--- src/rtl/pidf_pkg.sv ---
package pidf_pkg;

   // Filter weights in Q0.16; they sum to exactly one.
   localparam logic signed [17:0] W_NEW = 18'sd13107;
   localparam logic signed [17:0] W_OLD = 18'sd52429;

   // Widths of the datapath.
   localparam int unsigned MUL_A_W = 18;
   localparam int unsigned MUL_B_W = 34;
   localparam int unsigned PROD_W  = 50;
   localparam int unsigned ACC_W   = 44;
   localparam int unsigned ISUM_W  = 43;
   localparam int unsigned ERR_W   = 33;
   localparam int unsigned DELTA_W = 34;

   // Configuration register indexes.
   typedef enum logic [2:0] {
      REG_GAIN_PROP     = 3'd0,
      REG_GAIN_INTEG    = 3'd1,
      REG_GAIN_DERIV    = 3'd2,
      REG_SETPOINT      = 3'd3,
      REG_INTEG_FLOOR   = 3'd4,
      REG_INTEG_CEILING = 3'd5,
      REG_DRIVE_FLOOR   = 3'd6,
      REG_DRIVE_CEILING = 3'd7
   } reg_index_type;

   // Sequencer states.
   typedef enum logic [3:0] {
      ST_IDLE,
      ST_FILT_NEW,
      ST_FILT_OLD,
      ST_SMOOTH,
      ST_ERROR,
      ST_MUL_P,
      ST_MUL_I,
      ST_MUL_D,
      ST_CLAMP_I,
      ST_SUM,
      ST_CLAMP_D,
      ST_OUTPUT
   } state_type;

endpackage

--- src/rtl/pid_controller_filtered_input.sv ---
// A request is accepted only in the idle state and then sequenced through the filter,
// error, multiply, clamp, sum and output states on the single shared 18x34 multiplier,
// which runs five times per request; a result still held stalls the output state.
// The configuration port is always ready and writes take effect at once.
// Synchronous active-high reset clears the filter, integral and previous error to zero
// and loads the gains, setpoint and limits with their reset values.
module pid_controller_filtered_input
   import pidf_pkg::*;
(
   input  logic               clock,
   input  logic               reset,
   input  logic               req_valid,
   output logic               req_ready,
   input  logic signed [15:0] req_sample,
   output logic               rsp_valid,
   input  logic               rsp_ready,
   output logic signed [15:0] rsp_drive,
   output logic               rsp_drive_clamped,
   output logic               rsp_integ_clamped,
   input  logic               csr_valid,
   output logic               csr_ready,
   input  logic [2:0]         csr_index,
   input  logic signed [15:0] csr_wdata
);

   state_type state_ff, state_in;

   // Configuration registers.
   logic signed [15:0] gain_prop_ff, gain_integ_ff, gain_deriv_ff, setpoint_ff;
   logic signed [15:0] integ_floor_ff, integ_ceiling_ff, drive_floor_ff, drive_ceiling_ff;

   // Controller state.
   logic signed [31:0]      smooth_ff, smooth_in;
   logic signed [ERR_W-1:0] prev_err_ff, prev_err_in;
   logic signed [31:0]      integ_ff, integ_in;

   // Working registers.
   logic signed [15:0]        sample_ff, sample_in;
   logic signed [ERR_W-1:0]   err_ff, err_in;
   logic signed [DELTA_W-1:0] delta_ff, delta_in;
   logic signed [PROD_W-1:0]  prod_ff, prod_in;
   logic signed [ACC_W-1:0]   acc_ff, acc_in;
   logic signed [ISUM_W-1:0]  isum_ff, isum_in;
   logic                      ihit_ff, ihit_in;
   logic                      dhit_ff, dhit_in;

   // Result register.
   logic                      rsp_valid_ff, rsp_valid_in;
   logic signed [15:0]        drive_ff, drive_in;
   logic                      dflag_ff, dflag_in;
   logic                      iflag_ff, iflag_in;

   // Shared multiplier operands.
   logic signed [MUL_A_W-1:0]         mul_a;
   logic signed [MUL_B_W-1:0]         mul_b;
   logic signed [MUL_A_W+MUL_B_W-1:0] mul_full;

   // Limits scaled to Q16.16.
   logic signed [ISUM_W-1:0] integ_hi, integ_lo;
   logic signed [ACC_W-1:0]  drive_hi, drive_lo;
   logic signed [31:0]       drive_q;
   logic signed [32:0]       drive_round;

   assign mul_full = mul_a * mul_b;

   assign integ_hi = ISUM_W'(signed'({integ_ceiling_ff, 16'h0000}));
   assign integ_lo = ISUM_W'(signed'({integ_floor_ff, 16'h0000}));
   assign drive_hi = ACC_W'(signed'({drive_ceiling_ff, 16'h0000}));
   assign drive_lo = ACC_W'(signed'({drive_floor_ff, 16'h0000}));

   // Truncation toward zero: bias negative values by one LSB short of a whole unit.
   assign drive_q     = acc_ff[31:0];
   assign drive_round = 33'(drive_q) + ((drive_q < 0) ? 33'sh0FFFF : 33'sh00000);

   assign req_ready         = (state_ff == ST_IDLE);
   assign csr_ready         = 1'b1;
   assign rsp_valid         = rsp_valid_ff;
   assign rsp_drive         = drive_ff;
   assign rsp_drive_clamped = dflag_ff;
   assign rsp_integ_clamped = iflag_ff;

   // Sequencer: next state, multiplier operands and datapath updates.
   always_comb begin
      state_in     = state_ff;
      smooth_in    = smooth_ff;
      prev_err_in  = prev_err_ff;
      integ_in     = integ_ff;
      sample_in    = sample_ff;
      err_in       = err_ff;
      delta_in     = delta_ff;
      acc_in       = acc_ff;
      isum_in      = isum_ff;
      ihit_in      = ihit_ff;
      dhit_in      = dhit_ff;
      drive_in     = drive_ff;
      dflag_in     = dflag_ff;
      iflag_in     = iflag_ff;
      rsp_valid_in = rsp_valid_ff & ~rsp_ready;
      mul_a        = '0;
      mul_b        = '0;

      unique case (state_ff)
         ST_IDLE: begin
            if (req_valid) begin
               sample_in = req_sample;
               state_in  = ST_FILT_NEW;
            end
         end
         ST_FILT_NEW: begin
            mul_a    = W_NEW;
            mul_b    = MUL_B_W'(sample_ff);
            state_in = ST_FILT_OLD;
         end
         ST_FILT_OLD: begin
            mul_a    = W_OLD;
            mul_b    = MUL_B_W'(smooth_ff);
            acc_in   = ACC_W'(prod_ff);
            state_in = ST_SMOOTH;
         end
         ST_SMOOTH: begin
            smooth_in = 32'(acc_ff + ACC_W'(prod_ff >>> 16));
            state_in  = ST_ERROR;
         end
         ST_ERROR: begin
            err_in   = ERR_W'(signed'({setpoint_ff, 16'h0000})) - ERR_W'(smooth_ff);
            state_in = ST_MUL_P;
         end
         ST_MUL_P: begin
            mul_a    = MUL_A_W'(gain_prop_ff);
            mul_b    = MUL_B_W'(err_ff);
            delta_in = DELTA_W'(err_ff) - DELTA_W'(prev_err_ff);
            state_in = ST_MUL_I;
         end
         ST_MUL_I: begin
            mul_a    = MUL_A_W'(gain_integ_ff);
            mul_b    = MUL_B_W'(err_ff);
            acc_in   = ACC_W'(prod_ff >>> 8);
            state_in = ST_MUL_D;
         end
         ST_MUL_D: begin
            mul_a    = MUL_A_W'(gain_deriv_ff);
            mul_b    = delta_ff;
            isum_in  = ISUM_W'(integ_ff) + ISUM_W'(prod_ff >>> 8);
            state_in = ST_CLAMP_I;
         end
         ST_CLAMP_I: begin
            // Ceiling is tested before floor.
            if (isum_ff > integ_hi) begin
               integ_in = 32'(integ_hi);
               ihit_in  = 1'b1;
            end else if (isum_ff < integ_lo) begin
               integ_in = 32'(integ_lo);
               ihit_in  = 1'b1;
            end else begin
               integ_in = 32'(isum_ff);
               ihit_in  = 1'b0;
            end
            acc_in      = acc_ff + ACC_W'(prod_ff >>> 8);
            prev_err_in = err_ff;
            state_in    = ST_SUM;
         end
         ST_SUM: begin
            acc_in   = acc_ff + ACC_W'(integ_ff);
            state_in = ST_CLAMP_D;
         end
         ST_CLAMP_D: begin
            if (acc_ff > drive_hi) begin
               acc_in  = drive_hi;
               dhit_in = 1'b1;
            end else if (acc_ff < drive_lo) begin
               acc_in  = drive_lo;
               dhit_in = 1'b1;
            end else begin
               dhit_in = 1'b0;
            end
            state_in = ST_OUTPUT;
         end
         ST_OUTPUT: begin
            // Wait here while an earlier result is still held.
            if (!rsp_valid_ff || rsp_ready) begin
               drive_in     = drive_round[31:16];
               dflag_in     = dhit_ff;
               iflag_in     = ihit_ff;
               rsp_valid_in = 1'b1;
               state_in     = ST_IDLE;
            end
         end
         default: begin
            state_in = ST_IDLE;
         end
      endcase

      prod_in = mul_full[PROD_W-1:0];
   end

   // Control and architectural state.
   always_ff @(posedge clock) begin
      if (reset) begin
         state_ff         <= ST_IDLE;
         rsp_valid_ff     <= 1'b0;
         smooth_ff        <= '0;
         prev_err_ff      <= '0;
         integ_ff         <= '0;
         gain_prop_ff     <= '0;
         gain_integ_ff    <= '0;
         gain_deriv_ff    <= '0;
         setpoint_ff      <= '0;
         integ_floor_ff   <= 16'sh8000;
         integ_ceiling_ff <= 16'sh7FFF;
         drive_floor_ff   <= 16'sh8000;
         drive_ceiling_ff <= 16'sh7FFF;
      end else begin
         state_ff     <= state_in;
         rsp_valid_ff <= rsp_valid_in;
         smooth_ff    <= smooth_in;
         prev_err_ff  <= prev_err_in;
         integ_ff     <= integ_in;
         if (csr_valid) begin
            unique case (reg_index_type'(csr_index))
               REG_GAIN_PROP:     gain_prop_ff     <= csr_wdata;
               REG_GAIN_INTEG:    gain_integ_ff    <= csr_wdata;
               REG_GAIN_DERIV:    gain_deriv_ff    <= csr_wdata;
               REG_SETPOINT:      setpoint_ff      <= csr_wdata;
               REG_INTEG_FLOOR:   integ_floor_ff   <= csr_wdata;
               REG_INTEG_CEILING: integ_ceiling_ff <= csr_wdata;
               REG_DRIVE_FLOOR:   drive_floor_ff   <= csr_wdata;
               REG_DRIVE_CEILING: drive_ceiling_ff <= csr_wdata;
               default: begin
               end
            endcase
         end
      end
   end

   // Datapath registers.
   always_ff @(posedge clock) begin
      sample_ff <= sample_in;
      err_ff    <= err_in;
      delta_ff  <= delta_in;
      prod_ff   <= prod_in;
      acc_ff    <= acc_in;
      isum_ff   <= isum_in;
      ihit_ff   <= ihit_in;
      dhit_ff   <= dhit_in;
      drive_ff  <= drive_in;
      dflag_ff  <= dflag_in;
      iflag_ff  <= iflag_in;
   end

endmodule

--- config.mk ---
export PLATFORM = sky130hd
export DESIGN_NAME = pid_controller_filtered_input
export DESIGN_NICKNAME = d
export VERILOG_FILES = /design/src/rtl/pidf_pkg.sv /design/src/rtl/pid_controller_filtered_input.sv
export SDC_FILE = /design/constraint.sdc
export NUM_CORES = 2
export LEC_CHECK = 0
export ABC_AREA = 1
export BUFFER_PORTS_ARGS = -buffer_cell sky130_fd_sc_hd__clkbuf_2
export CAP_MARGIN = 15
export CORE_ASPECT_RATIO = 1.5
export CORE_MARGIN = 4
export CORE_UTILIZATION = 50
export DETAILED_ROUTE_END_ITERATION = 10
export PLACE_DENSITY_LB_ADDON = 0.3
export SLEW_MARGIN = 20
export SYNTH_ARGS = -nofsm -noshare
export SYNTH_HDL_FRONTEND = slang
export SYNTH_SLANG_ARGS = --single-unit
--- constraint.sdc ---
create_clock -name clock -period 13.8 [get_ports clock]
set_clock_uncertainty 0.2 [all_clocks]
set_input_delay 2.76 -clock clock [delete_from_list [all_inputs] [get_ports clock]]
set_output_delay 2.76 -clock clock [all_outputs]
set_load 0.05 [all_outputs]
### Word-level counts from Yosys, hierarchy flattened

Cells that the tools add are included.

| storage, ports and cells | value |
|---|---|
| memory bits (writable) | 0 |
| memories | 0 |
| input port bits | 40 |
| output and inout bits | 21 |
| logic and storage cells | 93 |
| ROM bits | 0 |
| latch bits | 0 |
| flip-flop bits (word level) | 470 |

| cells by class | value |
|---|---|
| $lt $le $gt $ge | 5 |
| shifts and indexed selects | 0 |
| equality and inequality tests | 21 |
| add/sub/neg operators | 7 |
| reductions and logical operators | 18 |
| bitwise gates (word level) | 2 |
| multiply operators | 1 |
| div/mod/pow operators | 0 |
| multiplexer cells | 15 |

Operators with widths:

| operator | count |
|---|---|
| 44-bit case mux with 5 select lines | 1 |
| 34-bit case mux with 4 select lines | 1 |
| 18-bit case mux with 5 select lines | 1 |
| 44-bit two-way mux | 2 |
| 32-bit two-way mux | 2 |
| 18-bit by 34-bit multiplier with 50-bit output | 1 |
| 4-bit case mux with 12 select lines | 1 |
| 44-bit by 32-bit adder with 44-bit output | 1 |
| 44-bit by 42-bit adder with 44-bit output | 1 |
| 44-bit by 32-bit greater-than comparator with 1-bit output | 1 |
| 44-bit by 32-bit less-than comparator with 1-bit output | 1 |
| 32-bit by 42-bit adder with 43-bit output | 1 |
| 43-bit by 32-bit greater-than comparator with 1-bit output | 1 |
| 43-bit by 32-bit less-than comparator with 1-bit output | 1 |
| 33-bit by 33-bit subtractor with 34-bit output | 1 |
| 32-bit by 32-bit subtractor with 33-bit output | 1 |
| 32-bit by 17-bit adder with 32-bit output | 1 |
| 32-bit adder | 1 |
| 32-bit by 1-bit less-than comparator with 1-bit output, second input constant | 1 |
| 2-bit AND reduction | 12 |
| 4-bit by 3-bit equality test with 1-bit output, second input constant | 4 |
| 4-bit equality test, second input constant | 4 |
| 16-bit two-way mux | 1 |
| 3-bit equality test, second input constant | 4 |
| other kinds (16) | 23 |

### Depth between registers and ports, before layout

| logic depth | value |
|---|---|
| depth in word-level cells | 4 |
| depth in mapped cells | 38 |

### Least setup slack after synthesis

No wires, ideal clock.

| path | value |
|---|---|
| path type | register to register |
| from | reg state_ff[2] |
| to | reg prod_ff[44] |
| library setup time | 72 ps |
| slack | 6,601 ps |
| arrival | 6,927 ps |
| required time | 13,528 ps |
| stages on the path, launching flop included | 27 |
| cells stage by stage | dfxtp_1 -> inv_1 -> nor2_2 -> nand2_2 -> inv_2 -> buf_2 -> nand2_1 -> nand4_2 -> inv_2 -> buf_2 -> nor2_1 -> fa_1 -> fa_1 -> inv_1 -> fa_1 -> fa_1 -> fa_1 -> fa_1 -> inv_1 -> ha_1 -> nand2_1 -> nor2_1 -> inv_1 -> nor4_1 -> nand3_1 -> nand3_1 -> xor2_1 |

| between the ends | value |
|---|---|
| cells in the longest elaborated chain, start to end | 4 |
| elaborated cells on any way between the ends | 9 |
| classes of those cells | 1 x mul; 5 x eq/ne; 2 x mux; 1 x reduce/logical |

RTL lines:

| what | line | source |
|---|---|---|
| start: declaration | pid_controller_filtered_input.sv:26 | `state_type state_ff, state_in;` |
| start signal: assignment | pid_controller_filtered_input.sv:213 | `state_ff <= state_in;` |
| 4-bit by 3-bit equality test with 1-bit output | pid_controller_filtered_input.sv:102 | `unique case (state_ff)` |
| 2-bit OR reduction (no source line) | n/a |  |
| 34-bit case mux with 4 select lines | pid_controller_filtered_input.sv:102 |  |
| 18-bit by 34-bit multiplier with 50-bit output (*) | pid_controller_filtered_input.sv:64 | `assign mul_full = mul_a * mul_b;` |
| net mul_full[44] | pid_controller_filtered_input.sv:56 | `logic signed [MUL_A_W+MUL_B_W-1:0] mul_full;` |
| end signal: assignment | pid_controller_filtered_input.sv:240 | `prod_ff <= prod_in;` |
| end: declaration | pid_controller_filtered_input.sv:41 | `logic signed [PROD_W-1:0] prod_ff, prod_in;` |

Mark *: on every way through the listed nets, which the timed path passes. The rest lies on a longest branch.
A chain may end at the register's enable or synchronous reset.

### Worst setup path after layout

| path | value |
|---|---|
| from | reg state_ff[2] |
| to | reg prod_ff[49] |

The elaborated chain is that of the path after synthesis.

==> impl_metrics.py <==
metrics = {
    "power": {
        "p_leak_nw": 27.0,
        "power_density_mw_per_mm2": 143,
        "finalPower_mw": 8.12,
        "peakVddDrop_mv": 0.114,
    },
    "global_route": {
        "met2_usage_pct": 62.2,
        "grt_max_degree": 94,
        "antenna_found_initial": 4,
        "grt-busiest-layer": "met2",
        "grt_pass1_vias": 49200,
        "grt-ovfl-total": 0,
        "globalRouteTotalUtil_pct": 36.7,
        "grt_pass1_wl_mm": 304,
        "grtUsageMet1_pct": 39.7,
        "grt_util_met3_pct": 5.40,
    },
    "yosys": {
        "synth_seq_cells": 470,
        "synthCells": 7020,
        "ys_warn_count": 0,
        "ys_seq_area_share_pct": 21.3,
        "syn_nets": 8046,
        "synth_area_per_cell_um2": 7.57,
        "synth_edf_count": 190,
        "synth_ff_type": "dfxtp_1",
        "yosys.area.top_type": "fa_1",
        "synth_cell_types": 70,
        "synthArstFlopShare_pct": 0,
        "synth_top_area_share_pct": 21.7,
        "synthTopCellsByArea": "fa_1 (22%), edfxtp_1 (11%), dfxtp_1 (11%), nand2_1 (10%), ha_1 (9.7%)",
        "syn_area_mm2": 0.0531,
    },
    "worst_setup_path": {
        "endpoint_kind": "register",
        "cp_slowest_stage_delay_ns": 0.59,
        "crit_slowest_cell": "fa_1",
        "worstSetupPathType": "reg2reg",
        "cp-startpoint": "state_ff[2]",
        "crit_required_ns": 14.14,
        "cp.arrival_ns": 9.31,
        "start_kind": "register",
        "critical_path.max_fanout": 33,
        "r2r-start": "state_ff[2]",
    },
    "sta": {
        "setup_tns_ns": 0,
        "setup_violations": 0,
        "tightest_slew_ns": 1.14,
        "fin_ws_ns": 4.83,
        "hold_viol_final": 0,
        "fin_crit_sh_pct": 65.0,
        "slew_headroom_pct": 23.5,
        "clock.fmax_ghz": 0.111,
        "holdWs_ns": 0.240,
        "maxSlewViolCount": 0,
        "post-route-min-period_ns": 8.97,
        "rsz0062_at_grt": "no",
    },
    "route": {
        "wl_per_cell_um": 24.4,
        "vias_per_cell": 5.71,
        "drc_errors": 0,
        "ant_nets": 0,
        "drtIter0Drc": 4114,
        "drt_wl_total_mm": 207,
        "drt_first_pass_iters": 9,
        "vias": 48300,
    },
    "die": {
        "pin_count": 61,
        "die_h_um": 407,
        "die_w_um": 274,
        "num_rows": 146,
        "coreArea_mm2": 0.106,
        "start_util_pct": 50.3,
        "die_area_mm2": 0.112,
    },
    "clock_network": {
        "cts_resized": 0,
        "clock_tree.buffer_depth": 3,
        "cts_max_level": 2,
        "cts_sinks": 470,
        "cts_buffers": 51,
        "clk_latency_ns": 0.65,
        "postCtsSetupRepairBufs": 0,
        "clk_pin_slew_ns": 0.07,
        "cts_tree": "yes",
        "cts-root-buf": "clkbuf_16",
        "holdBufCountCts": 0,
    },
    "finish": {
        "post-route-util_pct": 53.6,
        "final_common_cell": "nand2_1",
        "area_growth_pct": 6.57,
        "layout_common_cells": "nand2_1 (1461), inv_1 (1332), nor2_1 (755)",
        "final_cells": 8461,
        "fillers": 10400,
        "num-nets-final": 8034,
        "final_layout_size_suffix_gt1_share_pct": 4.54,
        "final_area_mm2": 0.0566,
    },
    "placement": {
        "placed_area_mm2": 0.0548,
        "io_buffers": 59,
        "gp_congestion": 1.02,
        "hpwlAfterDp_mm": 166,
        "post-place-ws_ns": 4.95,
        "dp_cells": 8360,
    },
    "hold_path": {
        "hold_class": "reg2reg",
        "worstHoldStart": "ihit_ff",
    },
    "outcome": {
        "status": "completed",
    },
    "flow_run": {
        "cap_viol_max_count": 0,
    },
}
sequential cells by signal (all words and copies together), names as in the netlist, 32 cells and up:
signal / flops
err_ff: 33
delta_ff: 34
integ_ff: 32
prod_ff: 50
smooth_ff: 32
prev_err_ff: 33
acc_ff: 44
isum_ff: 43
path summary, 6_finish.rpt:
kind                            cells after the start  slack [ns]                end
worst min-delay path                                0        0.24  rsp_integ_clamped
worst max-delay path                               31        4.83        prod_ff[49]
worst min register to register                      0        0.24  rsp_integ_clamped
worst max register to register                     31        4.83        prod_ff[49]
critical path, delay by kind of cell (launching register included):
family / cells / cell delay (ns)
AO/OA/AOI/OAI: 2 / 0.45
adder cells (fa/ha/maj): 7 / 3.65
buffers and inverters: 9 / 1.49
flip-flops: 1 / 0.36
AND/OR/NAND/NOR: 13 / 2.63
synthesized netlist by cell type (20+ instances only):
cell      count
a21o_1       29
a21oi_1     462
a31oi_1      45
buf_2        54
buf_4        27
clkbuf_1     94
dfxtp_1     280
edfxtp_1    190
fa_1        575
ha_1        411
inv_1      1332
inv_2        33
nand2_1    1461
nand3_1     260
nand4_1     115
nor2_1      759
nor3_1       40
nor4_1       22
o211ai_1     49
o21ai_0     386
o21bai_1     31
o221ai_1     20
xnor2_1      49
xor2_1      129
per-layer routing:
| metal | vias to the layer above | wire, um |
|---|---|---|
| met1 | 23100 | 70300 |
| met3 | 829 | 14400 |
| met4 | 0 | 23400 |
| met2 | 2188 | 98800 |
| li1 | 22200 | - |
| met5 | - | 0 |
where the power goes:
| group | leakage, nW | internal (mW) | switching, mW |
|---|---|---|---|
| Sequential | 4.02 | 1.66 | 0.291 |
| Clock | 0.882 | 0.861 | 0.651 |
| Combinational | 22.1 | 1.43 | 3.23 |
| Total | 27.0 | 3.95 | 4.18 |
kinds of logic after synthesis:
kind of cell / count (synthesis) / share of synthesized area [%]
fa+ha+maj: 986 / 31.3
flops: 470 / 21.3
simple gates: 2730 / 21.3
other cells: 1 / 0.00706
buf+inv: 1555 / 11.4
xor+xnor: 178 / 2.93
compound gates: 1100 / 11.7
area by class of cell:
cell class,count,area (um2),area share [%]
multi-input combinational,4995,35800,63.2
tap,1406,1760,3.11
antenna,4,10.0,0.0177
clock inverter,29,380,0.672
clock buffer,67,1440,2.54
timing repair buffer,120,766,1.35
inverter,1370,5150,9.10
sequential,470,11300,20.0
No activity file was read; power rests on OpenSTA's default activity.
